==> config.mk <==
export PLATFORM = sky130hd
export DESIGN_NAME = button_debounce_timestamp_unit_flat
export DESIGN_NICKNAME = d
export VERILOG_FILES = /design/src/rtl/bdt_pkg.sv /design/src/rtl/bdt_if.sv /design/src/rtl/bdt_regs.sv /design/src/rtl/button_debounce_timestamp_unit.sv /design/src/flat_wrapper.sv
export SDC_FILE = /design/constraint.sdc
export NUM_CORES = 1
export LEC_CHECK = 0
export BUFFER_PORTS_ARGS = -buffer_cell sky130_fd_sc_hd__buf_2
export CAP_MARGIN = 0
export CORE_MARGIN = 5
export CORE_UTILIZATION = 40
export DETAILED_ROUTE_END_ITERATION = 12
export PLACE_DENSITY = 0.58
export SYNTH_ARGS = -nofsm -noshare
export SYNTH_HDL_FRONTEND = slang
export SYNTH_SLANG_ARGS = --single-unit
==> constraint.sdc <==
create_clock -name clk -period 8.3 [get_ports clk]
set_clock_uncertainty 0.15 [all_clocks]
set_input_delay 2.49 -clock clk [delete_from_list [all_inputs] [get_ports clk]]
set_output_delay 2.49 -clock clk [all_outputs]
set_load 0.02 [all_outputs]
==> src/rtl/bdt_pkg.sv <==
// Shared types and constants for the button debounce/timestamp block.
// Used by bdt_regs.sv and button_debounce_timestamp_unit.sv.
package bdt_pkg;

  localparam int MS_BITS  = 10;
  localparam int THR_BITS = 20;  // 1023 ms * 1000 fits in 20 bits
  localparam logic [THR_BITS-1:0] US_PER_MS = THR_BITS'(1000);

  localparam int APB_ADDR_BITS = 4;
  localparam int APB_DATA_BITS = 32;

  typedef enum logic [1:0] {
    REG_ACTIVE_LOW = 2'd0,
    REG_CONFIRM_MS = 2'd1,
    REG_GLITCH_MS  = 2'd2,
    REG_RELEASE_MS = 2'd3
  } reg_idx_t;

  typedef enum logic [1:0] {
    EV_NONE    = 2'd0,
    EV_PRESS   = 2'd1,
    EV_RELEASE = 2'd2
  } event_t;

  typedef enum logic {
    FUNC_EDGE = 1'b0,
    FUNC_POLL = 1'b1
  } func_t;

  typedef struct packed {
    logic                active_low;
    logic [MS_BITS-1:0]  confirm_ms;
    logic [MS_BITS-1:0]  glitch_ms;
    logic [MS_BITS-1:0]  release_ms;
  } cfg_t;

  function automatic logic [THR_BITS-1:0] ms_to_us(input logic [MS_BITS-1:0] ms);
    return THR_BITS'(ms) * US_PER_MS;
  endfunction

endpackage

==> src/rtl/bdt_if.sv <==
// Valid/ready channel interfaces for debounce input words and result words.
// Depends on nothing; width follows the TIME_BITS parameter.
interface bdt_in_if #(parameter int TIME_BITS = 48);
  logic                 valid;
  logic                 ready;
  logic                 func;
  logic [TIME_BITS-1:0] time_us;
  logic                 pin_level;

  modport source (output valid, output func, output time_us, output pin_level, input ready);
  modport sink   (input valid, input func, input time_us, input pin_level, output ready);
endinterface

interface bdt_out_if #(parameter int TIME_BITS = 48);
  logic                 valid;
  logic                 ready;
  logic [1:0]           event_res;
  logic [TIME_BITS-1:0] event_time_us;
  logic                 button_down;

  modport source (output valid, output event_res, output event_time_us,
                  output button_down, input ready);
  modport sink   (input valid, input event_res, input event_time_us,
                  input button_down, output ready);
endinterface

==> src/rtl/bdt_regs.sv <==
// APB-style configuration registers of the debounce block.
// Depends on bdt_pkg.
module bdt_regs (
  input  logic                                clk,
  input  logic                                rst,
  input  logic                                psel,
  input  logic                                penable,
  input  logic                                pwrite,
  input  logic [bdt_pkg::APB_ADDR_BITS-1:0]   paddr,
  input  logic [bdt_pkg::APB_DATA_BITS-1:0]   pwdata,
  output logic [bdt_pkg::APB_DATA_BITS-1:0]   prdata,
  output logic                                pready,
  output bdt_pkg::cfg_t                       cfg
);
  import bdt_pkg::*;

  reg_idx_t idx;
  logic     wr;

  assign idx    = reg_idx_t'(paddr[3:2]);
  assign wr     = psel && penable && pwrite;
  assign pready = 1'b1;

  always_ff @(posedge clk) begin
    if (rst) begin
      cfg.active_low <= 1'b1;
      cfg.confirm_ms <= MS_BITS'(20);
      cfg.glitch_ms  <= MS_BITS'(50);
      cfg.release_ms <= MS_BITS'(30);
    end else if (wr) begin
      unique case (idx)
        REG_ACTIVE_LOW: cfg.active_low <= pwdata[0];
        REG_CONFIRM_MS: cfg.confirm_ms <= pwdata[MS_BITS-1:0];
        REG_GLITCH_MS:  cfg.glitch_ms  <= pwdata[MS_BITS-1:0];
        REG_RELEASE_MS: cfg.release_ms <= pwdata[MS_BITS-1:0];
        default: ;
      endcase
    end
  end

  always_comb begin
    unique case (idx)
      REG_ACTIVE_LOW: prdata = APB_DATA_BITS'(cfg.active_low);
      REG_CONFIRM_MS: prdata = APB_DATA_BITS'(cfg.confirm_ms);
      REG_GLITCH_MS:  prdata = APB_DATA_BITS'(cfg.glitch_ms);
      REG_RELEASE_MS: prdata = APB_DATA_BITS'(cfg.release_ms);
      default:        prdata = '0;
    endcase
  end

endmodule

==> src/rtl/button_debounce_timestamp_unit.sv <==
// Top level of the push-button debouncer with press/release timestamps.
// Depends on bdt_pkg, bdt_if (bdt_in_if, bdt_out_if) and bdt_regs.
//
// Usage:
//   item_in carries one word per edge or poll: func (0 edge, 1 poll),
//   time_us (free-running, wraps) and pin_level (polls only).
//   result_out returns exactly one word per input word: event_res
//   (none/press/release), event_time_us and the debounced button_down.
//   Registers active_low, confirm_ms, glitch_ms and release_ms sit on the
//   APB port at byte addresses 0, 4, 8 and 12; pready is always high.
// Timing:
//   A word is captured in an input register, the state update runs as
//   compares against the registered state, and the result lands in an
//   output register, which loads only when it is empty or result_out drains.
//   One word per cycle is accepted as long as result_out drains.
// Reset (rst, synchronous): released, no edge pending, registers at defaults.
// Stall: when result_out.ready is low the output register holds its word,
//   the input register fills, and item_in.ready drops until space frees up.
module button_debounce_timestamp_unit #(
  parameter int TIME_BITS = 48
) (
  input  logic                              clk,
  input  logic                              rst,
  bdt_in_if.sink                            item_in,
  bdt_out_if.source                         result_out,
  input  logic                              psel,
  input  logic                              penable,
  input  logic                              pwrite,
  input  logic [bdt_pkg::APB_ADDR_BITS-1:0] paddr,
  input  logic [bdt_pkg::APB_DATA_BITS-1:0] pwdata,
  output logic [bdt_pkg::APB_DATA_BITS-1:0] prdata,
  output logic                              pready
);
  import bdt_pkg::*;

  cfg_t cfg;

  bdt_regs u_regs (
    .clk     (clk),
    .rst     (rst),
    .psel    (psel),
    .penable (penable),
    .pwrite  (pwrite),
    .paddr   (paddr),
    .pwdata  (pwdata),
    .prdata  (prdata),
    .pready  (pready),
    .cfg     (cfg)
  );

  // input register
  logic                 s1_valid;
  func_t                s1_func;
  logic [TIME_BITS-1:0] s1_time;
  logic                 s1_pin;

  // result register
  logic                 res_valid;
  event_t               res_event;
  logic [TIME_BITS-1:0] res_time;
  logic                 res_down;

  // debounce state
  logic [TIME_BITS-1:0] edge_time, edge_time_next;
  logic                 edge_pending, edge_pending_next;
  logic                 held, held_next;
  logic [TIME_BITS-1:0] release_start, release_start_next;
  logic                 release_timing, release_timing_next;

  logic                 adv;
  logic                 in_fire;
  event_t               ev;
  logic [TIME_BITS-1:0] ts;
  logic                 pressed;
  logic [TIME_BITS-1:0] edge_age;
  logic [TIME_BITS-1:0] rel_age;
  logic [THR_BITS-1:0]  confirm_us, glitch_us, release_us;

  assign adv           = s1_valid && (!res_valid || result_out.ready);
  assign item_in.ready = !s1_valid || adv;
  assign in_fire       = item_in.valid && item_in.ready;

  assign confirm_us = ms_to_us(cfg.confirm_ms);
  assign glitch_us  = ms_to_us(cfg.glitch_ms);
  assign release_us = ms_to_us(cfg.release_ms);

  assign pressed  = cfg.active_low ? !s1_pin : s1_pin;
  assign edge_age = s1_time - edge_time;
  // a fresh release window starts at this poll, so its age is zero
  assign rel_age  = release_timing ? (s1_time - release_start) : '0;

  always_comb begin
    ev                  = EV_NONE;
    ts                  = '0;
    edge_time_next      = edge_time;
    edge_pending_next   = edge_pending;
    held_next           = held;
    release_start_next  = release_start;
    release_timing_next = release_timing;
    unique case (s1_func)
      FUNC_EDGE: begin
        if (!edge_pending) begin
          edge_time_next    = s1_time;
          edge_pending_next = 1'b1;
        end
      end
      FUNC_POLL: begin
        if (!held) begin
          if (edge_pending && edge_age >= TIME_BITS'(confirm_us)) begin
            if (pressed) begin
              held_next           = 1'b1;
              release_timing_next = 1'b0;
              ev                  = EV_PRESS;
              ts                  = edge_time;
            end else if (edge_age > TIME_BITS'(glitch_us)) begin
              edge_pending_next = 1'b0;
            end
          end
        end else if (pressed) begin
          release_timing_next = 1'b0;
        end else begin
          if (!release_timing) begin
            release_start_next  = s1_time;
            release_timing_next = 1'b1;
          end
          if (rel_age >= TIME_BITS'(release_us)) begin
            held_next           = 1'b0;
            edge_pending_next   = 1'b0;
            release_timing_next = 1'b0;
            ev                  = EV_RELEASE;
            ts                  = s1_time;
          end
        end
      end
      default: ;
    endcase
  end

  always_ff @(posedge clk) begin
    if (rst) begin
      s1_valid       <= 1'b0;
      res_valid      <= 1'b0;
      edge_pending   <= 1'b0;
      held           <= 1'b0;
      release_timing <= 1'b0;
      edge_time      <= '0;
      release_start  <= '0;
    end else begin
      if (item_in.ready) begin
        s1_valid <= item_in.valid;
      end
      if (adv) begin
        res_valid      <= 1'b1;
        edge_time      <= edge_time_next;
        edge_pending   <= edge_pending_next;
        held           <= held_next;
        release_start  <= release_start_next;
        release_timing <= release_timing_next;
      end else if (result_out.ready) begin
        res_valid <= 1'b0;
      end
    end
  end

  always_ff @(posedge clk) begin
    if (in_fire) begin
      s1_func <= func_t'(item_in.func);
      s1_time <= item_in.time_us;
      s1_pin  <= item_in.pin_level;
    end
    if (adv) begin
      res_event <= ev;
      res_time  <= ts;
      res_down  <= held_next;
    end
  end

  assign result_out.valid         = res_valid;
  assign result_out.event_res     = res_event;
  assign result_out.event_time_us = res_time;
  assign result_out.button_down   = res_down;

  a_press_down: assert property (@(posedge clk) disable iff (rst)
    res_valid && res_event == EV_PRESS |-> res_down)
    else $error("press result without button down");

  a_release_up: assert property (@(posedge clk) disable iff (rst)
    res_valid && res_event == EV_RELEASE |-> !res_down)
    else $error("release result with button still down");

  a_none_zero: assert property (@(posedge clk) disable iff (rst)
    res_valid && res_event == EV_NONE |-> res_time == '0)
    else $error("no-event result carries a nonzero time");

  a_held_rise: assert property (@(posedge clk) disable iff (rst)
    $rose(held) |-> res_valid && res_event == EV_PRESS)
    else $error("button went down without a press result");

  a_no_time_when_held: assert property (@(posedge clk) disable iff (rst)
    !held |-> !release_timing)
    else $error("release window open while button is up");

endmodule
==> src/flat_wrapper.sv <==
// flat-port wrapper written by rule: the top's interface ports become plain ports
module button_debounce_timestamp_unit_flat import bdt_pkg::*;
#(
  parameter int TIME_BITS = 48
)
  (clk, rst, psel, penable, pwrite, paddr, pwdata, prdata, pready, item_in_valid, item_in_func, item_in_time_us, item_in_pin_level, item_in_ready, result_out_valid, result_out_event_res, result_out_event_time_us, result_out_button_down, result_out_ready);
  bdt_in_if #(.TIME_BITS(TIME_BITS)) item_in_i ();
  bdt_out_if #(.TIME_BITS(TIME_BITS)) result_out_i ();
  input  logic clk;
  input  logic rst;
  input  logic psel;
  input  logic penable;
  input  logic pwrite;
  input  logic [bdt_pkg::APB_ADDR_BITS-1:0] paddr;
  input  logic [bdt_pkg::APB_DATA_BITS-1:0] pwdata;
  output logic [bdt_pkg::APB_DATA_BITS-1:0] prdata;
  output logic pready;
  input wire logic [$bits(item_in_i.valid)-1:0] item_in_valid;
  input wire logic [$bits(item_in_i.func)-1:0] item_in_func;
  input wire logic [$bits(item_in_i.time_us)-1:0] item_in_time_us;
  input wire logic [$bits(item_in_i.pin_level)-1:0] item_in_pin_level;
  output wire logic [$bits(item_in_i.ready)-1:0] item_in_ready;
  output wire logic [$bits(result_out_i.valid)-1:0] result_out_valid;
  output wire logic [$bits(result_out_i.event_res)-1:0] result_out_event_res;
  output wire logic [$bits(result_out_i.event_time_us)-1:0] result_out_event_time_us;
  output wire logic [$bits(result_out_i.button_down)-1:0] result_out_button_down;
  input wire logic [$bits(result_out_i.ready)-1:0] result_out_ready;
  assign item_in_i.valid = item_in_valid;
  assign item_in_i.func = item_in_func;
  assign item_in_i.time_us = item_in_time_us;
  assign item_in_i.pin_level = item_in_pin_level;
  assign item_in_ready = item_in_i.ready;
  assign result_out_valid = result_out_i.valid;
  assign result_out_event_res = result_out_i.event_res;
  assign result_out_event_time_us = result_out_i.event_time_us;
  assign result_out_button_down = result_out_i.button_down;
  assign result_out_i.ready = result_out_ready;
  button_debounce_timestamp_unit #(.TIME_BITS(TIME_BITS)) u_core (.clk(clk), .rst(rst), .item_in(item_in_i), .result_out(result_out_i), .psel(psel), .penable(penable), .pwrite(pwrite), .paddr(paddr), .pwdata(pwdata), .prdata(prdata), .pready(pready));
endmodule
# Word-level counts from Yosys, hierarchy flattened
# Cells that the tools add are included.
# word_totals
ff_bits	233
latchBits	0
ram_bits	0
rom_bits	0
inputBits	93
out_inout_bits	86
elab_cells	90
n_memories	0
# classes
addsub	2
multipliers	3
div_mod_pow	0
order_cmp	3
eq_ne	7
shift	0
muxes	32
n_bitwise	4
reduce_logical	22
# ops
operator	count
48-bit 2-to-1 mux	6
32-bit case mux with 4 select lines	1
48-bit by 20-bit greater-or-equal comparator with 1-bit output	2
48-bit subtractor	2
10-bit by 7-bit multiplier with 17-bit output (second input constant)	3
48-bit by 20-bit greater-than comparator with 1-bit output	1
1-bit 2-to-1 mux	20
5-bit AND reduction	2
3-bit inequality test (second input constant)	3
2-bit 2-to-1 mux	4
2-bit AND reduction	4
2-bit nonzero test	3
1-bit logical AND	5
2-bit == test (second input constant)	2
1-bit NOT	4
4-bit AND reduction	1
1-bit logical NOT	3
3-bit AND reduction	1
2-bit by 1-bit == test with 1-bit output (second input constant)	1
2-bit logical NOT	1
1-bit logical OR	2
2-bit inequality test (second input constant)	1
1-bit case mux with 2 select lines	1

# Logic depth before layout (Yosys ltp)
# logic_depth
word_depth	7
mapped_depth	30
mapped_depth_nobuf	28

# Modules after synthesis
# A second synthesis with hierarchy kept.
# hier_totals
hier_cells	2541
area_unflattened_um2	21546.9
# by_module_without_submodules
mod	n_inst	cells_each	area_per_inst_um2	seq_area_each_um2
button_debounce_timestamp_unit	1	2369	19779.0	5054.8
bdt_regs	1	172	1767.9	620.6

# Worst setup path before layout
# No wires, ideal clock.
# synth_path
kind	register -> register
start	reg, netlist name u_core.u_regs.cfg[2]
end	reg u_core.res_time[28], in the netlist u_core.result_out.event_time_us[28], data pin
setup_time_ps	256
arrival_time_ps	6558
required_time_ps	7894
path_slack_ps	1336
path_stages_with_launch	30
n_path_buf	2
synth_period_minus_slack_ps	6964
path_cell_list	dfxtp_1 > inv_1 > fa_1 > fa_1 > inv_1 > fa_1 > inv_1 > fa_1 > inv_1 > ha_1 > a21oi_1 > o21ai_0 > a21oi_1 > o21ai_0 > a2111oi_0 > o31ai_1 > a21oi_1 > xnor2_1 > ha_1 > nand4_1 > nor3_1 > a221oi_1 > o21ai_0 > a2111oi_2 > nand4_1 > nor4_4 > nor4_2 > buf_6 > buf_6 > a22o_1
# synth_between
elab_chain_cells	5
# synth_rtl
item	line_no	rtl
10-bit by 7-bit multiplier with 17-bit output	bdt_pkg.sv:38	return THR_BITS'(ms) * US_PER_MS;
48-bit by 20-bit greater-or-equal comparator with 1-bit output	button_debounce_timestamp_unit.sv:126	if (rel_age >= TIME_BITS'(release_us)) begin
48-bit 2-to-1 mux	button_debounce_timestamp_unit.sv:126	
48-bit 2-to-1 mux	button_debounce_timestamp_unit.sv:119	end else if (pressed) begin
48-bit 2-to-1 mux	button_debounce_timestamp_unit.sv:108	if (!held) begin
end signal, assigned	button_debounce_timestamp_unit.sv:173	res_time <= ts;
end, declared	button_debounce_timestamp_unit.sv:60	logic [TIME_BITS-1:0] res_time;
# Every way passes these cells.
# A chain may end at the register's enable or synchronous reset.

# Worst setup path after layout
# layout_path
start	reg, netlist name u_core.u_regs.cfg[2]
end	reg u_core.res_time[12], in the netlist u_core.result_out.event_time_us[12], data pin
# layout_between
elab_chain_cells	5
# layout_rtl
item	line_no
10-bit by 7-bit multiplier with 17-bit output	bdt_pkg.sv:38
48-bit by 20-bit greater-or-equal comparator with 1-bit output	button_debounce_timestamp_unit.sv:126
48-bit 2-to-1 mux	button_debounce_timestamp_unit.sv:126
48-bit 2-to-1 mux	button_debounce_timestamp_unit.sv:119
48-bit 2-to-1 mux	button_debounce_timestamp_unit.sv:108
# Every way passes these cells.

==> flow_summary.toml <==
[place]
place.gp.congestion = 0.948
portBuffers = 131
dpl_cell_area_sq_um = 22900
dp_hpwl_um = 53200

[worst_setup_path]
slowest_delay_ns = 0.52
reg2reg_depth = 28
cp.arrival_ns = 7.75
slowest_stage = "fa_1"
cp-end-kind = "register"
critPathLaunchType = "register"
worstPathRequired_ns = 8.47
critPathKind = "reg2reg"
crit_fanout = 49

[finish]
multi_input_area_sq_um = 14400
antennaDiodeCount = 0
fill_cells = 5377
drive_gt1_share_pct = 8.71
ff_latch_area_sq_um = 5680
design_area_sq_um = 23800
nNetsFinal = 3114
area_growth_pct = 9.40

[global_route]
grt_pass1_vias = 18624
grt_pass1_wl_um = 105000
antenna_found_initial = 2
grt_max_degree = 76
grtUsageTotal_pct = 21.7
overflow = 0

[routing]
vias = 18950
routedWlPerCell_um = 19.7
vias_per_cell = 5.60
drcViolationCount = 0
wl_um = 66700
drt-initial-drc-count = 1325
drt_pre_antenna_iters = 6
postRouteAntennaNets = 0

[min_path]
min_delay_path_depth = 2
hold_class = "reg2reg"

[pwr]
p_seq_share_pct = 35.8
peakVddDrop_v = 0.000169
netSwitchingPower_uw = 1240
combPwrFrac_pct = 28.7
clkPwrFrac_pct = 35.6
p_int_uw = 2360
powerDensity_nw_per_um2 = 151
leakagePower_uw = 0.00991
switching_share_pct = 34.5
finalPower_uw = 3600

[die]
fp.dieArea_sq_um = 59200
die_w_um = 243
die_y_um = 243
start_util_pct = 40.4
core_area_sq_um = 53900
ioPinCount = 179
rows = 85

[synth]
synth_top_area_share_pct = 15.2
synth_seq_area_share_pct = 26.1
yosysWarnings = 0
synth_edf_count = 101
synth_seq_cells = 233
avgSynthCellArea_sq_um = 8.36
synth_top_area_cell = "ha_1"
synth_area_leaders = "ha_1 15%, edfxtp_1 14%, dfxtp_1 12%"
syn_inst = 2605
synth_area_sq_um = 21800
ys_top_cells_by_count = "374 x nand2_1, 300 x inv_1, 269 x a21oi_1"
yosysMostFrequentCell = "nand2_1"
synth_flop_cell = "dfxtp_1"
yosysUniqueCellTypes = 90
synthArstFlopShare_pct = 0

[clock_tree]
cts_buffers = 28
cts_max_level = 1
hold_buffers = 0
clk_pin_slew_ns = 0.06
cts_resized = 0
cts_tree = "built"
cts_sinks = 233
clk_latency_ns = 0.60
cts_root_buf = "clkbuf_16"
post-cts-setup-buffer-count = 0
cts_buffer_depth = 3

[sta]
hold_viol = 0
setup_violations = 0
hold_slack_ns = 0.302
tightest_slew_ns = 1.22
period_share_pct = 91.4
slew_headroom_pct = 18.0
fmax_mhz = 132
rsz0062_at_grt = "false"
tns_ns = 0
min_period_ns = 7.58
final-max-slew-violation-count = 0

[job]
cap_violations = 0

[status]
status = "completed"
-- cells in the final DEF, fill, tap and decap left out, types with 13 or more instances in the layout --
cell type / netlist / routed
a21o_1: 46 / 46
a21oi_1: 269 / 269
a22o_1: 59 / 59
a31oi_1: 17 / 17
and2_1: 25 / 24
and3_1: 14 / 14
buf_2: 18 / 130
buf_4: 24 / 13
clkbuf_16: 0 / 29
conb_1: 2 / 23
dfxtp_1: 132 / 132
edfxtp_1: 101 / 101
fa_1: 92 / 92
ha_1: 265 / 265
inv_1: 300 / 299
mux2i_1: 19 / 19
nand2_1: 374 / 374
nand2b_1: 21 / 21
nand3_1: 29 / 29
nand4_1: 62 / 62
nor2_1: 115 / 114
nor2b_1: 19 / 19
nor3_1: 26 / 25
o211ai_1: 24 / 24
o21a_1: 22 / 22
o21ai_0: 121 / 120
or3_1: 15 / 15
xnor2_1: 51 / 51
xor2_1: 35 / 35
-- path summary, 6_finish.rpt --
kind / end / slack, ns / start
setup / recovery: u_core.result_out.event_time_us[12]$_SDFFCE_PN0P_ / 0.72 / u_core.u_regs.cfg[2]$_SDFFE_PP1P_
setup reg to reg: u_core.result_out.event_time_us[12]$_SDFFCE_PN0P_ / 0.72 / u_core.u_regs.cfg[2]$_SDFFE_PP1P_
hold reg to reg: u_core.release_start[32]$_SDFFE_PP0P_ / 0.30 / u_core.release_start[32]$_SDFFE_PP0P_
hold / removal: u_core.release_start[32]$_SDFFE_PP0P_ / 0.30 / u_core.release_start[32]$_SDFFE_PP0P_
-- layout make-up --
cell class,instances,share of cell area [%]
Tap cell,696,3.66
Inverter,300,4.73
Clock buffer,34,3.21
Timing Repair Buffer,144,3.22
Multi-Input combinational cell,1957,60.6
Clock inverter,18,0.772
Sequential cell,233,23.8
-- registers in the layout, summed over array words and instances, names as in the netlist --
signal,flops
u_core.result_out.event_time_us,48
u_core.held,1
u_core.result_out.button_down,1
u_core.s1_valid,1
u_core.result_out.valid,1
u_core.u_regs.cfg,31
u_core.s1_time,48
u_core.edge_pending,1
u_core.s1_pin,1
u_core.edge_time,48
u_core.result_out.event_res,2
u_core.release_timing,1
u_core.s1_func,1
u_core.release_start,48
-- worst max-delay path: cells and delay by family (launching register included) --
family / cells / cell delay [ns]
xor gates and xnor gates: 1 / 0.14
AOI/OAI and AO/OA: 11 / 2.58
buffers and inverters: 5 / 0.53
DFF: 1 / 0.51
and+or+nand+nor: 5 / 0.79
adders and majority gates: 6 / 2.61
-- power by group through the flow --
stage	sequential, uW	combinational [uW]	clock [uW]
floorplan	1300	743	0
global route	1290	1160	1350
CTS	1290	1020	1320
finish	1290	1030	1280
global placement	1310	995	0
detailed placement	1310	1020	0
-- through the flow --
stage	setup WS (ns)	utilization [%]	std cells
2_1_floorplan	1.34	-	2626
3_3_place_gp	0.445	42.4	3330
3_5_place_dp	0.194	42.4	3330
4_1_cts	0.175	44.2	3382
5_1_grt	0.0228	44.2	3382
6_report	0.716	44.2	3382
-- kinds of logic after synthesis --
family	after synthesis	synth area share, %
multiplexers	24	1.18
buffers and inverters	436	8.20
XOR/XNOR	86	3.46
other	2	0.0345
adder cells (fa/ha/maj)	357	23.7
AO/OA/AOI/OAI	714	21.2
flip-flops	233	26.1
AND/OR/NAND/NOR	753	16.2
-- per-layer routing --
metal | vias up | track usage, % | share of wire, % | routed length [um]
met5 | - | 0 | 0.028 | 19
met4 | 4 | 4.54 | 2.2 | 1480
met3 | 76 | 3.56 | 5.6 | 3720
met2 | 522 | 36.9 | 47 | 31500
met1 | 9097 | 29.3 | 45 | 30100
li1 | 9251 | - | - | -
(Power assumes the default switching activity.)
